$ cat src/apq_pkg.sv
// Package for the ascending priority queue: operation and status codes,
// value width and the control bundle handed to the cell chain.
// No dependencies.
`default_nettype none

package apq_pkg;

  localparam int unsigned ValW   = 32;
  localparam int unsigned CountW = 5;

  typedef enum logic [1:0] {
    MODE_INSERT = 2'd0,
    MODE_REMOVE = 2'd1,
    MODE_PEEK   = 2'd2
  } mode_e;

  typedef enum logic [1:0] {
    ST_OK    = 2'd0,
    ST_EMPTY = 2'd1,
    ST_FULL  = 2'd2
  } status_e;

  typedef struct packed {
    logic ins;  // place the broadcast value in sorted position
    logic rem;  // shift the whole row one cell toward the head
  } apq_ctrl_t;

endpackage

`default_nettype wire

$ cat src/ascending_priority_queue.sv
// Ascending priority queue top level: cell row, entry counter, operation
// decode and output register. Depends on apq_pkg and apq_cell.
`default_nettype none

// The queue takes one operation per clock cycle when not stalled and shows
// its result in the cycle after it is accepted; the output register frees
// the input side again in the cycle the result is taken. Values are kept in a
// row of CAPACITY cells sorted ascending, so the minimum always sits in the
// head cell: an insert is compared against every occupied cell at once and
// the larger entries move one cell to the right, and a remove moves the
// whole row one cell to the left. Cell occupancy follows from the entry
// counter alone, so nothing needs clearing after reset.
module ascending_priority_queue #(
  parameter int unsigned CAPACITY = 16
) (
  input  wire logic        clk_i,
  input  wire logic        rst_ni,
  input  wire logic        s_axis_tvalid_i,
  output logic             s_axis_tready_o,
  input  wire logic [31:0] s_axis_tdata_i,   // [31:0] value
  input  wire logic [1:0]  s_axis_tuser_i,   // [1:0] mode
  output logic             m_axis_tvalid_o,
  input  wire logic        m_axis_tready_i,
  output logic [39:0]      m_axis_tdata_o,   // [31:0] min_value, [36:32] entry_count
  output logic [1:0]       m_axis_tuser_o    // [1:0] status
);

  localparam int unsigned CntW = $clog2(CAPACITY + 1);
  localparam int unsigned VW   = apq_pkg::ValW;
  localparam int unsigned OW   = apq_pkg::CountW;

  logic                 accept;
  logic [CntW-1:0]      cnt_q, cnt_d;
  apq_pkg::apq_ctrl_t   ctrl;
  logic signed [VW-1:0] ins_val;

  logic                 out_valid_q;
  apq_pkg::status_e     status_q, status_d;
  logic signed [VW-1:0] min_q, min_d;
  logic [OW-1:0]        count_q;
  logic [CntW+OW-1:0]   cnt_ext;

  logic [CAPACITY-1:0]        occ;
  logic [CAPACITY-1:0]        gt;
  logic signed [VW-1:0]       cell_val [CAPACITY];

  assign s_axis_tready_o = !out_valid_q || m_axis_tready_i;
  assign accept          = s_axis_tvalid_i && s_axis_tready_o;
  assign ins_val         = s_axis_tdata_i[VW-1:0];

  // Cell row
  for (genvar i = 0; i < CAPACITY; i++) begin : g_cell
    logic                 prev_gt;
    logic signed [VW-1:0] prev_val;
    logic signed [VW-1:0] next_val;

    assign occ[i] = cnt_q > CntW'(i);

    if (i == 0) begin : g_head
      assign prev_gt  = 1'b0;
      assign prev_val = ins_val;
    end else begin : g_body
      assign prev_gt  = gt[i-1];
      assign prev_val = cell_val[i-1];
    end

    if (i == CAPACITY - 1) begin : g_tail
      assign next_val = cell_val[i];
    end else begin : g_inner
      assign next_val = cell_val[i+1];
    end

    apq_cell u_cell (
      .clk_i      (clk_i),
      .ctrl_i     (ctrl),
      .occ_i      (occ[i]),
      .ins_val_i  (ins_val),
      .prev_gt_i  (prev_gt),
      .prev_val_i (prev_val),
      .next_val_i (next_val),
      .gt_o       (gt[i]),
      .val_o      (cell_val[i])
    );
  end

  // Operation decode
  always_comb begin
    ctrl     = '0;
    cnt_d    = cnt_q;
    status_d = apq_pkg::ST_OK;
    min_d    = '0;
    if (accept) begin
      unique case (apq_pkg::mode_e'(s_axis_tuser_i))
        apq_pkg::MODE_INSERT: begin
          if (cnt_q == CntW'(CAPACITY)) begin
            status_d = apq_pkg::ST_FULL;
          end else begin
            ctrl.ins = 1'b1;
            cnt_d    = cnt_q + CntW'(1);
          end
        end
        apq_pkg::MODE_REMOVE: begin
          if (cnt_q == '0) begin
            status_d = apq_pkg::ST_EMPTY;
          end else begin
            ctrl.rem = 1'b1;
            min_d    = cell_val[0];
            cnt_d    = cnt_q - CntW'(1);
          end
        end
        apq_pkg::MODE_PEEK: begin
          if (cnt_q == '0) begin
            status_d = apq_pkg::ST_EMPTY;
          end else begin
            min_d = cell_val[0];
          end
        end
        default: begin
          // unused code: no operation
        end
      endcase
    end
  end

  assign cnt_ext = {{OW{1'b0}}, cnt_d};

  always_ff @(posedge clk_i or negedge rst_ni) begin
    if (!rst_ni) begin
      cnt_q       <= '0;
      out_valid_q <= 1'b0;
    end else begin
      cnt_q <= cnt_d;
      if (accept) begin
        out_valid_q <= 1'b1;
      end else if (m_axis_tready_i) begin
        out_valid_q <= 1'b0;
      end
    end
  end

  // Result payload: hold until taken
  always_ff @(posedge clk_i) begin
    if (accept) begin
      status_q <= status_d;
      min_q    <= min_d;
      count_q  <= cnt_ext[OW-1:0];
    end
  end

  assign m_axis_tvalid_o = out_valid_q;
  assign m_axis_tuser_o  = status_q;
  assign m_axis_tdata_o  = {3'b000, count_q, min_q};

endmodule

`default_nettype wire

$ cat src/apq_cell.sv
// One cell of the sorted queue row: holds one value and trades it with its
// neighbors on insert and remove. Depends on apq_pkg.
`default_nettype none

module apq_cell (
  input  wire logic                           clk_i,
  input  wire apq_pkg::apq_ctrl_t             ctrl_i,
  input  wire logic                           occ_i,
  input  wire logic signed [apq_pkg::ValW-1:0] ins_val_i,
  input  wire logic                           prev_gt_i,
  input  wire logic signed [apq_pkg::ValW-1:0] prev_val_i,
  input  wire logic signed [apq_pkg::ValW-1:0] next_val_i,
  output logic                                gt_o,
  output logic signed [apq_pkg::ValW-1:0]     val_o
);

  logic signed [apq_pkg::ValW-1:0] val_q, val_d;

  // Empty cells, and cells holding a larger value, sit at or past the slot
  // the new value belongs in.
  assign gt_o  = !occ_i || (val_q > ins_val_i);
  assign val_o = val_q;

  always_comb begin
    val_d = val_q;
    if (ctrl_i.rem) begin
      val_d = next_val_i;
    end else if (ctrl_i.ins && gt_o) begin
      // First cell past the slot takes the new value, the rest move right.
      val_d = prev_gt_i ? prev_val_i : ins_val_i;
    end
  end

  always_ff @(posedge clk_i) begin
    val_q <= val_d;
  end

endmodule

`default_nettype wire

$ cat config.mk
export PLATFORM = sky130hd
export DESIGN_NAME = ascending_priority_queue
export DESIGN_NICKNAME = d
export VERILOG_FILES = /design/src/apq_pkg.sv /design/src/ascending_priority_queue.sv /design/src/apq_cell.sv
export SDC_FILE = /design/constraint.sdc
export NUM_CORES = 2
export LEC_CHECK = 0
export ABC_CLOCK_PERIOD_IN_PS = 14900
export BUFFER_PORTS_ARGS = -buffer_cell sky130_fd_sc_hd__buf_4
export CAP_MARGIN = 10
export CELL_PAD_IN_SITES_DETAIL_PLACEMENT = 1
export CELL_PAD_IN_SITES_GLOBAL_PLACEMENT = 2
export CORE_MARGIN = 5
export CORE_UTILIZATION = 47
export CTS_CLUSTER_DIAMETER = 100
export DETAILED_ROUTE_END_ITERATION = 16
export PLACE_DENSITY = 0.94
export SYNTH_ARGS = -nofsm -noshare
export SYNTH_HDL_FRONTEND = slang
export SYNTH_SLANG_ARGS = --single-unit
$ cat constraint.sdc
create_clock -name clk_i -period 14.9 [get_ports clk_i]
set_input_delay 1.49 -clock clk_i [delete_from_list [all_inputs] [get_ports clk_i]]
set_output_delay 1.49 -clock clk_i [all_outputs]
set_load 0.03 [all_outputs]
==> metrics.cfg <==
[finish]
final_common_cell = a21oi_1
syn2layout_area_growth_pct = 9.05
nets = 4293
seq_area_sq_mm = 0.0167
multi_input_area_sq_mm = 0.0212
final_cell_mix = a21oi_1, edfxtp_1, ha_1, nor2_1, mux2i_1
drive_above_1_share = 0.0924
final_area_sq_mm = 0.0426
num_antenna_cells = 0
nFillCells = 8935

[worst_setup_path]
r2r-end = g_cell[12].u_cell.val_o[5]
r2r_start = g_cell[12].u_cell.val_o[13]
cp_max_fo = 32
critPathMaxStageDelay_ps = 960
reg2reg_slack_ps = 10020
startpoint_type = primary input
crit_required_ps = 15130
path_depth = 13
crit_type = primary input to register
cp.arrival_ps = 6300
reg2regPathDepth = 11
crit_path_cell_trace = buf_4 -> inv_1 -> ha_1 -> nand4_1 -> nor4_1 -> a21boi_0 -> o32a_1 -> nor2_1 -> o22ai_4 -> buf_4 -> nand2_1 -> nand2_1 -> buf_4
crit_path_end = g_cell[12].u_cell.val_o[5]
cpLargestDelayFamily = buffers and inverters
path_common_cell = buf_4
path_buf_inv = 4
endpoint_kind = register
crit_slowest_cell = nor4_1
crit_start = s_axis_tdata_i[15]

[detailed_routing]
drc = 0
viasPerCell = 6.42
vias = 31200
wl_mm = 131
wl_per_cell_um = 27.0
first_pass_iters = 5
drt_iter0_markers = 3064
drtAntennaViolNets = 0

[timing]
hold_viol = 0
fin_crit_ps = 6070
fin_skew_ps = 25.3
fmaxAchievable_mhz = 165
drv_slew = 0
fin_setup_tns_ps = 0
slew_headroom = 0.193
fin_crit_sh = 0.408
rsz0062_at_grt = false
worst-slew-pin-transition_ps = 1210
setup_viol = 0

[yosys]
ys_async_sr_fraction = 0.0108
seq_area_frac_synth = 0.427
postSynthCellCount = 3717
synth_seq_cells = 557
yosys_warnings = 0
syn_area_per_cell_sq_um = 10.5
synth_top_area_share = 0.423
yosysTopAreaCell = edfxtp_1
ys_types = 66
synth_edf_count = 551
synthTopCellsByArea = edfxtp_1, ha_1, mux2i_1
syn_area_sq_mm = 0.0391
synth_ff_type = edfxtp_1

[placed_design]
hpwl_mm = 94.3
placed_cell_area_sq_mm = 0.0406
io_buffer_count = 78
gp_congestion = 0.893

[pwr]
p_seq_frac = 0.399
vdd_drop_max_mv = 0.0984
swShare = 0.355
p_leak_nw = 18.4
p_int_mw = 3.62
clkPwrFrac = 0.279
p_switching_mw = 2.00
comb_power_share = 0.322
p_per_area_mw_per_mm2 = 132

[floorplan]
core_sq_mm = 0.0822
rows = 105
die_area_sq_mm = 0.0890
die_w_um = 298
die_h_um = 298
start_util = 0.475
io_pins = 82

[clocking]
cts.path.max_buffers = 3
htree_levels = 3
cts_tree = yes
clock-sinks = 557
cts_resized = 0
cts_buffers = 68
path_clk_slew_ps = 60
root_buffer = clkbuf_16
clk_latency_ps = 620
cts_setup_buffers = 0
cts_hold_buf = 0

[status]
status = completed

[worst_hold_path]
hold_class = register to register

[global_routing]
track_usage = 0.285
grt_first_pass_wirelength_mm = 199
antenna_found_initial = 2
grt-ovfl-total = 0
grt_max_degree = 266
grt_pass1_vias = 32000

[flow_run]
max-cap-violations = 0

state kept, by name, summed over array words and instances (netlist names):
register,flops
cnt_q,5
count_q,5
g_cell.u_cell.val_o,512
m_axis_tuser_o,2
m_axis_tvalid_o,1
min_q,32
synth_stat cells, drive strengths merged, types with 7 or more instances:
cell type	number
a21oi	613
edfxtp	551
ha	520
nor2	477
mux2i	407
nand2	212
o21ai	107
clkbuf	105
buf	93
nand4	89
inv	71
nand3	42
and3	38
mux2	33
or2	33
o221a	32
a211oi	31
o211ai	28
nor4	24
a21o	23
nor2b	16
or3	14
nor3b	12
o2bb2ai	12
o21a	11
o221ai	11
o32a	10
nor3	9
a31oi	8
nand2b	8
a21boi	7
and4	7
cells by family (layout without fill, tap and decap cells):
| kind of cell | after synthesis | in the layout | share of synthesized area |
|---|---|---|---|
| DFF | 557 | 557 | 0.427 |
| muxes | 440 | 440 | 0.117 |
| AOI/OAI and AO/OA | 934 | 934 | 0.141 |
| and+or+nand+nor | 994 | 994 | 0.115 |
| adders and majority gates | 520 | 520 | 0.166 |
| buffers and inverters | 271 | 341 | 0.0336 |
| other | 1 | 3 | 0.0000959 |
how the worst min path moves through the flow:
stage | from | to | slack [ps] | cells after the start
global route | g_cell[0].u_cell.val_o[0] | min_q[0] | 590 | 1
detailed placement | m_axis_tvalid_o | m_axis_tvalid_o | 540 | 2
finish | m_axis_tvalid_o | m_axis_tvalid_o | 560 | 2
floorplan | g_cell[0].u_cell.val_o[0] | min_q[0] | 550 | 1
global placement | m_axis_tvalid_o | m_axis_tvalid_o | 540 | 2
CTS | m_axis_tvalid_o | m_axis_tvalid_o | 570 | 2
metal layers:
layer,track usage,share of wire,vias to the layer above
li1,-,-,14100
met1,0.396,0.44,15600
met2,0.465,0.46,1248
met3,0.0380,0.071,246
met4,0.0926,0.033,2
met5,0,0.000099,-
power groups by stage:
stage	registers, mW	logic, mW	clock network (mW)
global route	2.26	1.96	1.66
detailed placement	2.27	1.77	0
CTS	2.24	1.78	1.59
finish	2.25	1.81	1.57
floorplan	2.21	1.25	0
global placement	2.26	1.69	0
layout make-up:
| type | instances | share of cell area |
|---|---|---|
| multi-input combinational | 2891 | 0.498 |
| sequential | 557 | 0.392 |
| clock buffer | 94 | 0.0424 |
| tap | 1070 | 0.0314 |
| timing repair buffer | 144 | 0.0259 |
| inverter | 73 | 0.00643 |
| clock inverter | 30 | 0.00440 |
stage by stage:
step	hold WS (ps)	total power [mW]	utilization	cells	setup WS, ps
after CTS	566	5.62	0.518	4859	8960
after global placement	540	3.96	0.494	4735	8490
after global routing	592	5.87	0.518	4859	8690
after detailed placement	544	4.04	0.494	4735	8300
final	559	5.62	0.518	4859	8830
after floorplan	548	3.46	-	3719	8700
tightest hold or removal path, cell delays in order, from the launching register on:
cell and delay [ps]:
dfrtp_1 360, nand2b_1 100, nand2b_1 70
(Power assumes the default switching activity.)
